File: config.mk
export PLATFORM = sky130hd
export DESIGN_NAME = spr_ctrl
export DESIGN_NICKNAME = d
export VERILOG_FILES = /design/src/rtl/spr_pkg.sv /design/src/rtl/spr_ctrl.sv
export SDC_FILE = /design/constraint.sdc
export NUM_CORES = 1
export LEC_CHECK = 0
export CAP_MARGIN = 20
export CORE_MARGIN = 2
export CORE_UTILIZATION = 62
export DETAILED_ROUTE_END_ITERATION = 10
export DONT_BUFFER_PORTS = 1
export PLACE_DENSITY = 0.86
export SYNTH_ARGS = -nofsm -noshare
export SYNTH_HDL_FRONTEND = slang
export SYNTH_SLANG_ARGS = --single-unit
File: constraint.sdc
create_clock -name i_clk -period 1.95 [get_ports i_clk]
set_input_delay 0.2925 -clock i_clk [delete_from_list [all_inputs] [get_ports i_clk]]
set_output_delay 0.2925 -clock i_clk [all_outputs]
set_load 0.01 [all_outputs]
File: src/rtl/spr_pkg.sv
// Shared constants, codes and types of the slotted page record store.
package spr_pkg;
    localparam int DATA_BYTES = 1024;
    localparam int MAX_SLOTS  = 64;
    localparam int SLOT_BYTES = 4;

    localparam int ADDR_W  = $clog2(DATA_BYTES);
    localparam int SLOT_W  = $clog2(MAX_SLOTS);
    localparam int SCNT_W  = $clog2(MAX_SLOTS + 1);
    localparam int LEN_W   = 11;
    localparam int PAGE_W  = 31;
    localparam int REQ_W   = 4;
    localparam int BIDX_W  = 10;
    localparam int BYTE_W  = 8;
    localparam int STS_W   = 2;
    localparam int SRAM_W  = 2 * LEN_W;

    // request codes
    localparam logic [REQ_W-1:0] REQ_INIT      = 4'd0;
    localparam logic [REQ_W-1:0] REQ_INS_BEGIN = 4'd1;
    localparam logic [REQ_W-1:0] REQ_INS_BYTE  = 4'd2;
    localparam logic [REQ_W-1:0] REQ_DELETE    = 4'd3;
    localparam logic [REQ_W-1:0] REQ_FIRST     = 4'd4;
    localparam logic [REQ_W-1:0] REQ_NEXT      = 4'd5;
    localparam logic [REQ_W-1:0] REQ_LENGTH    = 4'd6;
    localparam logic [REQ_W-1:0] REQ_READ      = 4'd7;

    // result status codes
    localparam logic [STS_W-1:0] ST_OK   = 2'd0;
    localparam logic [STS_W-1:0] ST_DONE = 2'd1;
    localparam logic [STS_W-1:0] ST_FAIL = 2'd2;

    typedef enum logic [3:0] {
        S_IDLE, S_DISPATCH, S_FINDE, S_FINDU, S_SLOT_WAIT, S_BYTE_WAIT,
        S_DEL_RD, S_MV_CHK, S_MV_WR, S_FIX_RD, S_FIX_WR, S_TRIM, S_FIN
    } t_state;

    typedef enum logic [4:0] {
        OP_NONE, OP_LOAD, OP_INIT, OP_INS_CLR, OP_INS_BYTE, OP_DEL_START,
        OP_DEL_FAIL, OP_FAIL, OP_SCAN_FROM0, OP_SCAN_NEXT, OP_SLOT_RD,
        OP_IDX_INC, OP_INS_COMMIT, OP_SCAN_HIT, OP_SCAN_DONE, OP_LEN_OUT,
        OP_BYTE_RD, OP_BYTE_OUT, OP_DEL_LOAD, OP_MV_RD, OP_MV_WR, OP_DEL_CLR,
        OP_FIX_RD, OP_FIX_WR, OP_DEL_SPACE, OP_TRIM, OP_OUT_LOAD
    } t_op;

    typedef struct packed {
        t_op op;
    } t_cmd;

    typedef struct packed {
        logic [REQ_W-1:0] req;
        logic             rid_ok;
        logic             idx_end;
        logic             idx_used;
        logic             rd_ok;
        logic             mv_more;
        logic             trim_more;
    } t_dp_stat;
endpackage

File: src/rtl/spr_ctrl.sv
// Sequencer of the page store: walks each request through its steps.
module spr_ctrl (
    input  logic              i_clk,
    input  logic              i_rst_n,
    input  logic              i_in_valid,
    output logic              o_in_ready,
    output logic              o_out_valid,
    input  logic              i_out_ready,
    output spr_pkg::t_cmd     o_cmd,
    input  spr_pkg::t_dp_stat i_stat
);
    import spr_pkg::*;

    t_state r_state, n_state;
    logic   r_out_valid, n_out_valid;

    // state and output valid registers
    always_ff @(posedge i_clk) begin
        if (!i_rst_n) begin
            r_state     <= S_IDLE;
            r_out_valid <= 1'b0;
        end else begin
            r_state     <= n_state;
            r_out_valid <= n_out_valid;
        end
    end

    // next state and datapath commands
    always_comb begin
        n_state     = r_state;
        o_cmd.op    = OP_NONE;
        o_in_ready  = 1'b0;
        n_out_valid = r_out_valid && !i_out_ready;
        case (r_state)
            S_IDLE: begin
                o_in_ready = 1'b1;
                if (i_in_valid) begin
                    o_cmd.op = OP_LOAD;
                    n_state  = S_DISPATCH;
                end
            end
            S_DISPATCH: begin
                n_state = S_FIN;
                case (i_stat.req)
                    REQ_INIT:      o_cmd.op = OP_INIT;
                    REQ_INS_BEGIN: begin
                        o_cmd.op = OP_INS_CLR;
                        n_state  = S_FINDE;
                    end
                    REQ_INS_BYTE:  o_cmd.op = OP_INS_BYTE;
                    REQ_DELETE: begin
                        if (i_stat.rid_ok) begin
                            o_cmd.op = OP_DEL_START;
                            n_state  = S_DEL_RD;
                        end else begin
                            o_cmd.op = OP_DEL_FAIL;
                        end
                    end
                    REQ_FIRST: begin
                        o_cmd.op = OP_SCAN_FROM0;
                        n_state  = S_FINDU;
                    end
                    REQ_NEXT: begin
                        if (i_stat.rid_ok) begin
                            o_cmd.op = OP_SCAN_NEXT;
                            n_state  = S_FINDU;
                        end else begin
                            o_cmd.op = OP_FAIL;
                        end
                    end
                    REQ_LENGTH, REQ_READ: begin
                        if (i_stat.rid_ok) begin
                            o_cmd.op = OP_SLOT_RD;
                            n_state  = S_SLOT_WAIT;
                        end else begin
                            o_cmd.op = OP_FAIL;
                        end
                    end
                    default: o_cmd.op = OP_NONE;
                endcase
            end
            // lowest empty slot, or append at the end
            S_FINDE: begin
                if (i_stat.idx_end || !i_stat.idx_used) begin
                    o_cmd.op = OP_INS_COMMIT;
                    n_state  = S_FIN;
                end else begin
                    o_cmd.op = OP_IDX_INC;
                end
            end
            // lowest used slot from the start index
            S_FINDU: begin
                if (i_stat.idx_end) begin
                    o_cmd.op = OP_SCAN_DONE;
                    n_state  = S_FIN;
                end else if (i_stat.idx_used) begin
                    o_cmd.op = OP_SCAN_HIT;
                    n_state  = S_FIN;
                end else begin
                    o_cmd.op = OP_IDX_INC;
                end
            end
            S_SLOT_WAIT: begin
                n_state = S_FIN;
                if (i_stat.req == REQ_LENGTH) begin
                    o_cmd.op = OP_LEN_OUT;
                end else if (i_stat.rd_ok) begin
                    o_cmd.op = OP_BYTE_RD;
                    n_state  = S_BYTE_WAIT;
                end else begin
                    o_cmd.op = OP_FAIL;
                end
            end
            S_BYTE_WAIT: begin
                o_cmd.op = OP_BYTE_OUT;
                n_state  = S_FIN;
            end
            S_DEL_RD: begin
                o_cmd.op = OP_DEL_LOAD;
                n_state  = S_MV_CHK;
            end
            // compaction: one byte read then written per pass
            S_MV_CHK: begin
                if (i_stat.mv_more) begin
                    o_cmd.op = OP_MV_RD;
                    n_state  = S_MV_WR;
                end else begin
                    o_cmd.op = OP_DEL_CLR;
                    n_state  = S_FIX_RD;
                end
            end
            S_MV_WR: begin
                o_cmd.op = OP_MV_WR;
                n_state  = S_MV_CHK;
            end
            // offset fix-up over the directory
            S_FIX_RD: begin
                if (i_stat.idx_end) begin
                    o_cmd.op = OP_DEL_SPACE;
                    n_state  = S_TRIM;
                end else if (i_stat.idx_used) begin
                    o_cmd.op = OP_FIX_RD;
                    n_state  = S_FIX_WR;
                end else begin
                    o_cmd.op = OP_IDX_INC;
                end
            end
            S_FIX_WR: begin
                o_cmd.op = OP_FIX_WR;
                n_state  = S_FIX_RD;
            end
            S_TRIM: begin
                if (i_stat.trim_more) begin
                    o_cmd.op = OP_TRIM;
                end else begin
                    n_state = S_FIN;
                end
            end
            S_FIN: begin
                if (!r_out_valid || i_out_ready) begin
                    o_cmd.op    = OP_OUT_LOAD;
                    n_out_valid = 1'b1;
                    n_state     = S_IDLE;
                end
            end
            default: n_state = S_IDLE;
        endcase
    end

    assign o_out_valid = r_out_valid;
endmodule

==> impl_metrics.yaml <==
logic_synthesis:
  yosysTopAreaCell: "dfxtp_1"
  ys_warn_count: 0
  synthFlopType: "dfxtp_1"
  synth_edf_count: 0
  syn_nets: 141
  synth_cell_type_count: 53
  syn_inst: 127
  syn_area_um2: 888
  async_flop_share: 0
  ys_ff_latch: 5
  avgSynthCellArea_um2: 6.99
  seq_area_frac_synth: 0.113
  synth_common_cells: "nor2_1 (11), o21ai_0 (11), nand2_1 (10)"
  synth_top_area_frac: 0.113
  yosys-top-cells-area: "dfxtp_1 (11%), o21ai_0 (6.2%), nor2_1 (4.6%), nand2_1 (4.2%), nor2b_1 (3.5%)"
die:
  core_um2: 1320
  die-height_um: 41.9
  ios: 21
  die_x_um: 41.9
  start_util: 0.674
  std_cell_rows: 13
  die_area_um2: 1750
timing:
  fmax_mhz: 527
  slew_headroom: 0.716
  drv_slew: 0
  finalSetupViolations: 0
  clock_skew_ns: 0.00336
  hold_viol_final: 0
  fin_crit_sh: 0.973
  worst_pin_slew_ns: 0.425
  finalCriticalPeriod_ns: 1.90
  rsz0062_at_grt: "true"
grt:
  grt_max_degree: 17
  antenna_found_initial: 0
  grt_pass1_vias: 870
  grt_use_met1: 0.373
  grt_util_all_layers: 0.275
  globalRouteMet3Util: 0.0783
  grtUsageMet2: 0.388
  gr-max-usage-layer: "met2"
  grt_overflow_total: 0
  grt_pass1_wl_mm: 3.80
outcome:
  status: "completed"
power:
  clockPowerShare: 0.075
  switchingPower_uw: 754
  switching_share: 0.501
  intPower_uw: 751
  totalPowerFinal_mw: 1.51
  vdd_drop_max_v: 0.000991
  combPwrFrac: 0.767
  power_density_nw_per_um2: 1560
  p_leak_nw: 0.329
  seq_power_share: 0.159
drt:
  ant_nets: 0
  dr_total_vias: 1077
  finalWirelength_mm: 2.37
  first_pass_iters: 5
  drc: 0
  wire_per_inst_um: 16.5
  drtIter0Drc: 58
  vias_per_cell: 7.48
place:
  dp_hpwl_mm: 1.80
  place_congestion: 1.00
  port-buffer-count: 0
hold_path:
  holdCritPathClass: "input pin to flop"
clocking:
  cts_sinks: 5
  ctsHoldBuffers: 0
  clkTransAtPathRegs_ns: 0.04
  cts-root-buf: "clkbuf_4"
  cts_buffer_depth: 2
  cts_buffers: 3
  postCtsSetupBuffers: 0
  cts_tree: "done"
  htreeDepth: 1
  clock_latency_ns: 0.23
finish:
  n_antenna_cell: 0
  nets: 144
  drive_gt1_frac: 0.225
  fin_util: 0.733
  syn2layout_area_growth_pct: 8.73
critical_path:
  worstPathArrival_ns: 1.60
  crit_fanout: 16
  cpMaxStageDelayCell: "or4_1"
  worstPathRequired_ns: 1.66
  crit_type: "flop to primary output"
  worst_setup_path_start_kind: "flop"
  worstPathCellList: "buf_4 -> or4_1 -> o211ai_1 -> a211o_1"
  slowest_delay_ns: 0.52
  end_kind: "primary output"
job:
  drv_cap: 0
-- cell usage in the layout, fill, tap and decap left out, types with 3 or more instances in the layout --
master,count
o21ai_1,4
a311oi_1,3
nor3_1,4
o22ai_1,3
nand2_1,10
a21oi_1,6
inv_1,7
clkbuf_4,3
o21ai_0,10
dfxtp_2,3
nor2b_1,4
buf_4,8
nor2_1,10
-- state kept, by name (all words and copies together) (netlist names) --
register,flops
r_state,4
o_out_valid,1
-- worst max-delay path: cells and delay by family, from the launching register on --
kind | cells | cell delay (ns)
flip-flops | 1 | 0.34
buffers and inverters | 1 | 0.19
AO/OA/AOI/OAI | 2 | 0.32
AND/OR/NAND/NOR | 1 | 0.52
-- layout make-up --
cell class              instances  area, µm²
inverters                       7       26.3
well taps                      15       18.8
repair buffers                  8       60.1
multi-input cells             105        727
clock buffers                   4       26.3
fillers                       104        352
flip-flops and latches          5        108
-- cell families after synthesis --
| family | count (synthesis) | share of synthesized area |
|---|---|---|
| multiplexers | 1 | 0.0113 |
| AO/OA/AOI/OAI | 56 | 0.468 |
| AND/OR/NAND/NOR | 46 | 0.285 |
| XOR/XNOR | 2 | 0.0197 |
| flip-flops | 5 | 0.113 |
| buffers and inverters | 17 | 0.104 |
-- path summary, 6_finish.rpt --
kind / slack, ns / cells past startpoint / end / start
worst min register to register: 0.54 / 2 / r_state[3]$_SDFFE_PN0P_ / r_state[3]$_SDFFE_PN0P_
worst min-delay path: 0.20 / 2 / r_state[3]$_SDFFE_PN0P_ / i_rst_n
worst max register to register: 0.44 / 6 / r_state[3]$_SDFFE_PN0P_ / r_state[3]$_SDFFE_PN0P_
worst max-delay path: 0.05 / 4 / o_cmd[1] / r_state[2]$_SDFFE_PN0P_
-- power groups by stage --
stage | Combinational [mW] | Sequential [mW] | Clock, mW
2_1_floorplan | 0.914 | 0.170 | 0
3_3_place_gp | 1.07 | 0.222 | 0
3_5_place_dp | 1.06 | 0.222 | 0
4_1_cts | 1.07 | 0.227 | 0.118
5_1_grt | 1.24 | 0.248 | 0.133
6_report | 1.15 | 0.239 | 0.113
-- layer usage --
layer  vias up  share of wire
li1        491              -
met1       495           0.41
met2        85           0.47
met3         6           0.12
met4         0         0.0097
met5         -              0
-- metrics by stage --
step / setup slack [ns] / TNS, ns / hold slack, ns / cell area (µm²) / instances
after floorplan: 0.321 / 0 / 0.444 / 888 / 127
after global placement: 0.168 / 0 / 0.452 / 901 / 140
after detailed placement: 0.156 / 0 / 0.452 / 901 / 140
after CTS: 0.0109 / 0 / 0.200 / 933 / 144
after global routing: -0.00906 / -0.0201 / 0.194 / 966 / 144
final: 0.0536 / 0 / 0.205 / 966 / 144
-- repair_timing --
action | CTS | global route
gates resized for setup | 4 | 10
setup endpoints to repair | 3 | 5
pin swaps | 0 | 3
No activity file was read; power rests on OpenSTA's default activity.
